--- config.mk ---
export PLATFORM = sky130hd
export DESIGN_NAME = ffa_ctrl
export DESIGN_NICKNAME = d
export VERILOG_FILES = /design/src/ffa_pkg.sv /design/src/ffa_alu.sv /design/src/ffa_ctrl.sv
export SDC_FILE = /design/constraint.sdc
export NUM_CORES = 1
export LEC_CHECK = 0
export ABC_AREA = 0
export BUFFER_PORTS_ARGS = -buffer_cell sky130_fd_sc_hd__buf_4
export CAP_MARGIN = 20
export CORE_MARGIN = 2
export CORE_UTILIZATION = 45
export CTS_BUF_LIST = sky130_fd_sc_hd__clkbuf_16
export CTS_CLUSTER_SIZE = 30
export DETAILED_ROUTE_END_ITERATION = 8
export GPL_TIMING_DRIVEN = 0
export PLACE_DENSITY = 0.6
export SLEW_MARGIN = 10
export SYNTH_ARGS = -nofsm -noshare
export SYNTH_HDL_FRONTEND = slang
export SYNTH_SLANG_ARGS = --single-unit
--- constraint.sdc ---
create_clock -name clk -period 8.7 [get_ports clk]
set_input_delay 1.305 -clock clk [delete_from_list [all_inputs] [get_ports clk]]
set_output_delay 1.305 -clock clk [all_outputs]
set_load 0.05 [all_outputs]
--- src/ffa_pkg.sv ---
// ffa_pkg: shared constants, codes and types of the first-fit free-list allocator
// no dependencies; imported by the top level, ffa_alu, ffa_ctrl and ffa_checker

package ffa_pkg;

	localparam int HEAP_UNITS = 4096;
	localparam int UNIT_BYTES = 16;
	localparam int SLOTS      = HEAP_UNITS + 1;
	localparam int AW         = $clog2(SLOTS);
	localparam int REQ_W      = 16;
	localparam int ADDR_W     = 13;
	localparam int NEED_MAX   = (2 ** REQ_W - 1 + UNIT_BYTES - 1) / UNIT_BYTES + 1;
	localparam int NEED_W     = $clog2(NEED_MAX + 1);
	localparam int OPW        = ((AW > NEED_W) ? AW : NEED_W) + 1;
	localparam int CNT_W      = $clog2(SLOTS + 1);

	typedef enum logic [1:0] {
		ST_ALLOC = 2'd0,
		ST_NOFIT = 2'd1,
		ST_FREED = 2'd2
	} status_t;

	typedef enum logic {
		MODE_ALLOC = 1'b0,
		MODE_FREE  = 1'b1
	} mode_t;

	typedef enum logic {
		ALU_ADD,
		ALU_SUB
	} alu_op_t;

	typedef enum logic [4:0] {
		S_CLR,
		S_IDLE,
		S_A_ROV,
		S_A_P,
		S_A_RD,
		S_A_CHK,
		S_A_SPL1,
		S_A_SPL2,
		S_F_RD,
		S_F_CHK,
		S_F_SH,
		S_F_SN,
		S_F_M1,
		S_F_M2,
		S_F_P1,
		S_F_P2,
		S_RESP
	} state_t;

	typedef struct packed {
		alu_op_t        op;
		logic [OPW-1:0] a;
		logic [OPW-1:0] b;
		logic [OPW-1:0] c;
	} alu_req_t;

	typedef struct packed {
		logic [OPW-1:0] res;
		logic           eq;
		logic           ge;
	} alu_rsp_t;

	typedef struct packed {
		logic          we_link;
		logic          we_size;
		logic [AW-1:0] waddr;
		logic [AW-1:0] wlink;
		logic [AW-1:0] wsize;
		logic [AW-1:0] raddr;
	} mem_req_t;

endpackage

--- src/ffa_alu.sv ---
// ffa_alu: shared add/subtract unit with equality and magnitude flags
// depends on ffa_pkg

module ffa_alu (
	input  ffa_pkg::alu_req_t req,
	output ffa_pkg::alu_rsp_t rsp
);

	import ffa_pkg::*;

	logic [OPW-1:0] res;

	assign res     = (req.op == ALU_SUB) ? (req.a - req.b) : (req.a + req.b);
	assign rsp.res = res;
	assign rsp.eq  = (res == req.c);
	assign rsp.ge  = (req.a >= req.b);

endmodule

--- src/ffa_ctrl.sv ---
// ffa_ctrl: sequencer for list walks, splits and merges, plus the result register
// depends on ffa_pkg and ffa_alu

module ffa_ctrl (
	input  logic                        clk,
	input  logic                        arst_n,
	input  logic                        in_valid,
	output logic                        in_stall,
	input  logic                        mode,
	input  logic [ffa_pkg::REQ_W-1:0]   request_bytes,
	input  logic [ffa_pkg::ADDR_W-1:0]  block_address,
	output logic                        out_valid,
	input  logic                        out_stall,
	output logic [1:0]                  status,
	output logic [ffa_pkg::ADDR_W-1:0]  granted_address,
	output ffa_pkg::mem_req_t           mreq,
	input  logic [ffa_pkg::AW-1:0]      link_rd,
	input  logic [ffa_pkg::AW-1:0]      size_rd
);

	import ffa_pkg::*;

	localparam logic [OPW:0]   SLOTS_X  = (OPW + 1)'(SLOTS);
	localparam logic [OPW:0]   SLOTS_X2 = (OPW + 1)'(2 * SLOTS);
	localparam logic [AW-1:0]  HEAP_A   = AW'(HEAP_UNITS);
	localparam logic [AW-1:0]  ONE_A    = AW'(1);
	localparam logic [CNT_W-1:0] K_LAST = CNT_W'(SLOTS);
	localparam logic [CNT_W-1:0] K_CLR  = CNT_W'(HEAP_UNITS);

	state_t state_q, state_d;
	logic [CNT_W-1:0] k_q;
	logic [AW-1:0] rover_q, p_q, prev_q, nx_q, h_q, sp_q, sh_q, snx_q, lnx_q, lh_q, nsz_q;
	logic [NEED_W-1:0] need_q, need_d;
	logic mrg_q;
	status_t res_status_q, status_q;
	logic [ADDR_W-1:0] res_addr_q, granted_q;
	logic out_valid_q;

	alu_req_t alu_req;
	alu_rsp_t alu_rsp;
	logic in_acc, addr_bad, found, walk_end, out_load;
	logic [AW-1:0] h_d, fold_p;
	logic [OPW:0] sum_x;

	ffa_alu u_alu (
		.req (alu_req),
		.rsp (alu_rsp)
	);

	assign in_stall        = (state_q != S_IDLE);
	assign in_acc          = in_valid && (state_q == S_IDLE);
	assign out_valid       = out_valid_q;
	assign status          = status_q;
	assign granted_address = granted_q;
	assign out_load        = (state_q == S_RESP) && (!out_valid_q || !out_stall);

	assign need_d   = NEED_W'((32'(request_bytes) + UNIT_BYTES - 1) / UNIT_BYTES + 1);
	assign addr_bad = (32'(block_address) < 2) || (32'(block_address) > HEAP_UNITS + 1);
	assign h_d      = AW'(32'(block_address) - 1);
	assign walk_end = (k_q == K_LAST);

	assign found = ((h_q > p_q) && (h_q < link_rd)) ||
		((p_q >= link_rd) && ((h_q > p_q) || (h_q < link_rd)));

	// tail header index wraps round the store
	assign sum_x = {1'b0, alu_rsp.res};
	always_comb begin
		if (sum_x >= SLOTS_X2) begin
			fold_p = AW'(sum_x - SLOTS_X2);
		end else if (sum_x >= SLOTS_X) begin
			fold_p = AW'(sum_x - SLOTS_X);
		end else begin
			fold_p = AW'(sum_x);
		end
	end

	always_ff @(posedge clk or negedge arst_n) begin
		if (!arst_n) begin
			state_q <= S_CLR;
		end else begin
			state_q <= state_d;
		end
	end

	always_comb begin
		state_d = state_q;
		mreq    = '0;
		alu_req = '{op: ALU_ADD, a: '0, b: '0, c: '0};
		case (state_q)
			S_CLR: begin
				mreq.we_link = 1'b1;
				mreq.we_size = 1'b1;
				mreq.waddr   = k_q[AW-1:0];
				mreq.wlink   = (k_q == CNT_W'(0)) ? ONE_A : '0;
				mreq.wsize   = (k_q == CNT_W'(1)) ? HEAP_A : '0;
				if (k_q == K_CLR) begin
					state_d = S_IDLE;
				end
			end
			S_IDLE: begin
				if (in_valid) begin
					if (mode_t'(mode) == MODE_ALLOC) begin
						state_d = S_A_ROV;
					end else if (addr_bad) begin
						state_d = S_RESP;
					end else begin
						state_d = S_F_RD;
					end
				end
			end
			S_A_ROV: begin
				mreq.raddr = rover_q;
				state_d    = S_A_P;
			end
			S_A_P: begin
				state_d = S_A_RD;
			end
			S_A_RD: begin
				mreq.raddr = p_q;
				state_d    = S_A_CHK;
			end
			S_A_CHK: begin
				alu_req = '{op: ALU_SUB, a: OPW'(size_rd), b: OPW'(need_q), c: '0};
				if (alu_rsp.ge) begin
					if (alu_rsp.eq) begin
						mreq.we_link = 1'b1;
						mreq.waddr   = prev_q;
						mreq.wlink   = link_rd;
						state_d      = S_RESP;
					end else begin
						state_d = S_A_SPL1;
					end
				end else if ((p_q == rover_q) || walk_end) begin
					state_d = S_RESP;
				end else begin
					state_d = S_A_RD;
				end
			end
			S_A_SPL1: begin
				mreq.we_size = 1'b1;
				mreq.waddr   = p_q;
				mreq.wsize   = nsz_q;
				alu_req      = '{op: ALU_ADD, a: OPW'(p_q), b: OPW'(nsz_q), c: '0};
				state_d      = S_A_SPL2;
			end
			S_A_SPL2: begin
				mreq.we_size = 1'b1;
				mreq.waddr   = p_q;
				mreq.wsize   = AW'(need_q);
				state_d      = S_RESP;
			end
			S_F_RD: begin
				mreq.raddr = p_q;
				state_d    = S_F_CHK;
			end
			S_F_CHK: begin
				if (found) begin
					state_d = S_F_SH;
				end else if (walk_end) begin
					state_d = S_RESP;
				end else begin
					state_d = S_F_RD;
				end
			end
			S_F_SH: begin
				mreq.raddr = h_q;
				state_d    = S_F_SN;
			end
			S_F_SN: begin
				mreq.raddr = nx_q;
				state_d    = S_F_M1;
			end
			S_F_M1: begin
				alu_req = '{op: ALU_ADD, a: OPW'(h_q), b: OPW'(sh_q), c: OPW'(nx_q)};
				state_d = S_F_M2;
			end
			S_F_M2: begin
				mreq.we_link = 1'b1;
				mreq.waddr   = h_q;
				if (mrg_q) begin
					alu_req      = '{op: ALU_ADD, a: OPW'(sh_q), b: OPW'(snx_q), c: '0};
					mreq.we_size = 1'b1;
					mreq.wsize   = alu_rsp.res[AW-1:0];
					mreq.wlink   = lnx_q;
				end else begin
					mreq.wlink = nx_q;
				end
				state_d = S_F_P1;
			end
			S_F_P1: begin
				alu_req = '{op: ALU_ADD, a: OPW'(p_q), b: OPW'(sp_q), c: OPW'(h_q)};
				state_d = S_F_P2;
			end
			S_F_P2: begin
				mreq.we_link = 1'b1;
				mreq.waddr   = p_q;
				if (mrg_q) begin
					alu_req      = '{op: ALU_ADD, a: OPW'(sp_q), b: OPW'(sh_q), c: '0};
					mreq.we_size = 1'b1;
					mreq.wsize   = alu_rsp.res[AW-1:0];
					mreq.wlink   = lh_q;
				end else begin
					mreq.wlink = h_q;
				end
				state_d = S_RESP;
			end
			S_RESP: begin
				if (!out_valid_q || !out_stall) begin
					state_d = S_IDLE;
				end
			end
			default: begin
				state_d = S_IDLE;
			end
		endcase
	end

	// control registers
	always_ff @(posedge clk or negedge arst_n) begin
		if (!arst_n) begin
			k_q         <= '0;
			rover_q     <= '0;
			out_valid_q <= 1'b0;
		end else begin
			case (state_q)
				S_CLR: begin
					k_q <= k_q + CNT_W'(1);
				end
				S_IDLE: begin
					if (in_acc) begin
						k_q <= '0;
					end
				end
				S_A_CHK: begin
					if (alu_rsp.ge) begin
						if (alu_rsp.eq) begin
							rover_q <= prev_q;
						end
					end else begin
						k_q <= k_q + CNT_W'(1);
					end
				end
				S_A_SPL2: begin
					rover_q <= prev_q;
				end
				S_F_CHK: begin
					k_q <= k_q + CNT_W'(1);
				end
				S_F_P2: begin
					rover_q <= p_q;
				end
				default: begin
				end
			endcase
			if (out_load) begin
				out_valid_q <= 1'b1;
			end else if (!out_stall) begin
				out_valid_q <= 1'b0;
			end
		end
	end

	// working registers and result beat
	always_ff @(posedge clk) begin
		case (state_q)
			S_IDLE: begin
				if (in_acc) begin
					need_q       <= need_d;
					prev_q       <= rover_q;
					p_q          <= rover_q;
					h_q          <= h_d;
					res_status_q <= ST_FREED;
					res_addr_q   <= '0;
				end
			end
			S_A_P: begin
				p_q <= link_rd;
			end
			S_A_CHK: begin
				if (alu_rsp.ge) begin
					res_status_q <= ST_ALLOC;
					if (alu_rsp.eq) begin
						res_addr_q <= ADDR_W'(32'(p_q) + 1);
					end else begin
						nsz_q <= alu_rsp.res[AW-1:0];
					end
				end else if ((p_q == rover_q) || walk_end) begin
					res_status_q <= ST_NOFIT;
					res_addr_q   <= '0;
				end else begin
					prev_q <= p_q;
					p_q    <= link_rd;
				end
			end
			S_A_SPL1: begin
				p_q <= fold_p;
			end
			S_A_SPL2: begin
				res_addr_q <= ADDR_W'(32'(p_q) + 1);
			end
			S_F_CHK: begin
				if (found) begin
					nx_q <= link_rd;
					sp_q <= size_rd;
				end else begin
					p_q <= link_rd;
				end
			end
			S_F_SN: begin
				sh_q <= size_rd;
			end
			S_F_M1: begin
				snx_q <= size_rd;
				lnx_q <= link_rd;
				mrg_q <= alu_rsp.eq;
			end
			S_F_M2: begin
				if (mrg_q) begin
					sh_q <= alu_rsp.res[AW-1:0];
					lh_q <= lnx_q;
				end else begin
					lh_q <= nx_q;
				end
			end
			S_F_P1: begin
				mrg_q <= alu_rsp.eq;
			end
			default: begin
			end
		endcase
		if (out_load) begin
			status_q  <= res_status_q;
			granted_q <= res_addr_q;
		end
	end

endmodule

==> impl_summary.log <==
INFO  metric run_status = complete, no violations
INFO  metric synth_top_family_by_area = compound AO/OA/AOI/OAI gates
INFO  metric max-cap-violations = 0
INFO  metric detail_route.iter0.violations = 1892
INFO  metric route.vias.total = 12510
INFO  metric floorplan.die.height = 179.1 um
INFO  metric avgViaCountPerCell = 6.254
INFO  metric synth-warning-count = 0
INFO  metric syn_to_final_growth = 18.13%
INFO  metric finalWirelength = 49.71 mm
INFO  metric setup_repair_after_global_routing_missed_its_margin = false
INFO  metric worst_r2r_path_depth = 20
INFO  metric grt_antenna_before_repair = 0
INFO  metric share_of_the_core_filled_with_cells = 53.59%
INFO  metric cp_max_fo = 13
INFO  metric drc_violations_left = 0
INFO  metric htree_num_levels = 1
INFO  metric syn_nets = 1555
INFO  metric max_freq = 0.1187 GHz
INFO  metric gp_congestion = 0.9542
INFO  metric maxSlewViolCount = 0
INFO  metric groute.usage.overall = 30.88%
INFO  metric clock_tree_from_tritoncts = built
INFO  metric post_synth_and_or_nand_nor_area_fraction = 16.58%
INFO  metric synthCells = 1417
INFO  metric distinct_cell_type_count_of_the_synthesized_netlist = 86
INFO  metric route.met3.wl = 6.014 mm
INFO  metric synth_edf_count = 174
INFO  metric period_share = 96.87%
INFO  metric max_slew.worst_pin.slew = 0.9174 ns
INFO  metric die_w = 179.1 um
INFO  metric synthAdderAreaFrac = 7.251%
INFO  metric netlist.area_leader.share = 37.85%
INFO  metric clock_tree.buffer_depth = 3
INFO  metric routed_metal_1_wirelength = 20.52 mm
INFO  metric port-buffer-count = 130
INFO  metric grt_pass1_vias = 11790
INFO  metric total_iterations_of_the_first_detailed_routing_run = 6
INFO  metric worst_ep_arrival_time = 7.12 ns
INFO  metric path_clk_slew = 0.06 ns
INFO  metric minimum_clock_period = 8.427 ns
INFO  metric netlist_top_cells_count = sky130_fd_sc_hd__nand2_1 (204), sky130_fd_sc_hd__edfxtp_1 (174), sky130_fd_sc_hd__o21ai_0 (89)
INFO  metric synth.most_common_cell = sky130_fd_sc_hd__nand2_1
INFO  metric drive_above_1_share = 16.88%
INFO  metric final-setup-viol-count = 0
INFO  metric finalNetCount = 1725
INFO  metric seq_area_frac_synth = 43.65%
INFO  metric critical_path_required = 7.39 ns
INFO  metric fp.coreArea = 30430 sq um
INFO  metric synth_ff_type = sky130_fd_sc_hd__edfxtp_1
INFO  metric xor_and_xnor_fraction_of_the_mapped_netlist_area = 5.656%
INFO  metric cts_num_sinks = 206
INFO  metric vdd.ir_drop.worst = 184.6 uV
INFO  metric synth_compound_area_share = 18.41%
INFO  metric met2_wirelength = 21.55 mm
INFO  metric setup.worst_path.end_class = output port
INFO  metric number_of_fill_cells = 2865
INFO  metric hpwl = 37.35 mm
INFO  metric whs_path_depth = 0
INFO  metric syn_area = 13800 sq um
INFO  metric highest_layer = met4
INFO  metric grt_pass1_wl = 73.13 mm
INFO  metric multiplexer_fraction_of_the_synthesized_cell_area = 3.734%
INFO  metric synth_area_leaders = sky130_fd_sc_hd__edfxtp_1 (38%), sky130_fd_sc_hd__ha_1 (6.9%), sky130_fd_sc_hd__dfrtp_1 (5.8%), sky130_fd_sc_hd__nand2_1 (5.5%), sky130_fd_sc_hd__xnor2_1 (3.4%)
INFO  metric grt_max_degree = 33
INFO  metric diodes = 0
INFO  metric clock_latency = 0.54 ns
INFO  metric hold_viol_final = 0
INFO  metric final_antenna_net_count = 0
INFO  metric gr-total-overflow = 0
INFO  metric post-layout-total-power = 6622 uW
INFO  metric timing.clock.skew = 0.02864 ns
INFO  metric placementRows = 64
INFO  metric synth_seq_cells = 206
INFO  metric tritoncts.num_buffers = 24
INFO  metric postSynth.asyncResetShare = 15.53%
INFO  metric leakagePower = 0.006852 uW
INFO  metric root_buffer = sky130_fd_sc_hd__clkbuf_16
INFO  metric worst_slew_margin_rel = 38.63%
INFO  metric detail_route.wl_per_cell = 24.84 um
INFO  metric critPathKind = reg -> out
INFO  metric floorplan.io_pins = 131
INFO  metric start_util = 45.37%
INFO  metric synth_top_area_cell = sky130_fd_sc_hd__edfxtp_1
INFO  metric cp-start-kind = flop
INFO  metric syn_area_per_cell = 9.742 sq um
INFO  metric die_area = 32090 sq um
INFO  metric hold_path_class = reg -> reg
INFO  metric pwr_density_cell = 406.1 nW/um^2
## report_power, final
group / internal, uW / switching [uW]
logic: 1290 / 2620
clock network: 579 / 423
registers: 1440 / 271
total: 3310 / 3310
## critical path: stages, from the launching register on
cell                       delay, ns
sky130_fd_sc_hd__dfrtp_1        0.46
sky130_fd_sc_hd__clkbuf_1       0.41
sky130_fd_sc_hd__nand3_1        0.22
sky130_fd_sc_hd__nor2_1         0.26
sky130_fd_sc_hd__and2_0         0.45
sky130_fd_sc_hd__or2_2          0.45
sky130_fd_sc_hd__a221oi_1       0.23
sky130_fd_sc_hd__ha_1           0.32
sky130_fd_sc_hd__buf_2          0.19
sky130_fd_sc_hd__or3b_1         0.36
sky130_fd_sc_hd__a311oi_1       0.27
sky130_fd_sc_hd__a31oi_1        0.14
sky130_fd_sc_hd__a221oi_2       0.38
sky130_fd_sc_hd__xnor2_2        0.29
sky130_fd_sc_hd__clkinv_2       0.27
sky130_fd_sc_hd__xnor2_1        0.21
sky130_fd_sc_hd__or4_4          0.56
sky130_fd_sc_hd__nor4_4         0.22
sky130_fd_sc_hd__buf_4          0.19
sky130_fd_sc_hd__buf_2          0.30
sky130_fd_sc_hd__nand2_1        0.11
sky130_fd_sc_hd__nand2_1        0.09
sky130_fd_sc_hd__buf_4          0.19
## through the flow
step / worst slack (ns) / instance area (sq um) / hold WS, ns / instances / setup TNS [ns]
global route: 0.02733 / 16310 / 0.4239 / 2001 / 0
CTS: 0.05156 / 16260 / 0.4198 / 2003 / 0
finish: 0.2726 / 16310 / 0.4171 / 2001 / 0
floorplan: 1.291 / 13800 / 0.4003 / 1417 / 0
detailed placement: -0.4401 / 15430 / 0.4045 / 1956 / -8.174
global placement: -1.636 / 15280 / 0.4035 / 1943 / -109.93
## worst paths after layout
path,from,endpoint,slack [ns]
worst max-delay path,state_q[3]$_DFFE_PN0P_,mreq[42],0.27
worst min-delay path,res_addr_q[7]$_DFFE_PP_,granted_address[7]$_DFFE_PP_,0.42
worst max register to register,state_q[1]$_DFFE_PN0P_,p_q[4]$_DFFE_PP_,1.51
worst min register to register,res_addr_q[7]$_DFFE_PP_,granted_address[7]$_DFFE_PP_,0.42
max in group asynchronous,arst_n,k_q[0]$_DFFE_PN0P_,7.62
min in group asynchronous,arst_n,rover_q[8]$_DFFE_PN0P_,0.73
## cell families after synthesis
family	after synthesis
muxes	48
xor gates and xnor gates	85
AOI/OAI and AO/OA	358
and+or+nand+nor	480
adders and majority gates	79
buffers and inverters	161
DFF	206
## repair_timing
| item | in CTS | in global routing |
|---|---|---|
| endpoints found under the hold margin | 0 | 0 |
| hold buffers | 0 | 0 |
| endpoints found under the setup margin | 27 | 27 |
| resized for setup | 11 | 23 |
| buffers inserted | 4 | 0 |
| pin swaps | 2 | 0 |
## per-layer routing
metal / vias up / global-route usage, %
met3: 114 / 6.934
li1: 5604 / -
met1: 6039 / 44.22
met4: 0 / 9.274
met5: - / 0
met2: 757 / 46.60
## layout by cell type, fill, tap and decap left out, drive strengths merged, types with 45 or more instances in the layout
cell and count:
a21oi 55, a22oi 60, buf 164, clkbuf 81
edfxtp 174, ha 76, inv 87, nand2 205
nand3 45, nor2 77, o21ai 92, xnor2 55
## cell type report
| class | instances | area, sq um | share of cell area (%) |
|---|---|---|---|
| plain buffers | 73 | 344.1 | 2.110 |
| clock buffers | 25 | 625.6 | 3.836 |
| clock inverters | 19 | 147.6 | 0.9054 |
| inverters | 85 | 324.1 | 1.987 |
| multi-input cells | 1050 | 7207 | 44.20 |
| flip-flops and latches | 206 | 6026 | 36.95 |
| well taps | 396 | 495.5 | 3.038 |
| repair buffers | 147 | 1137 | 6.975 |
(Power assumes the default switching activity.)
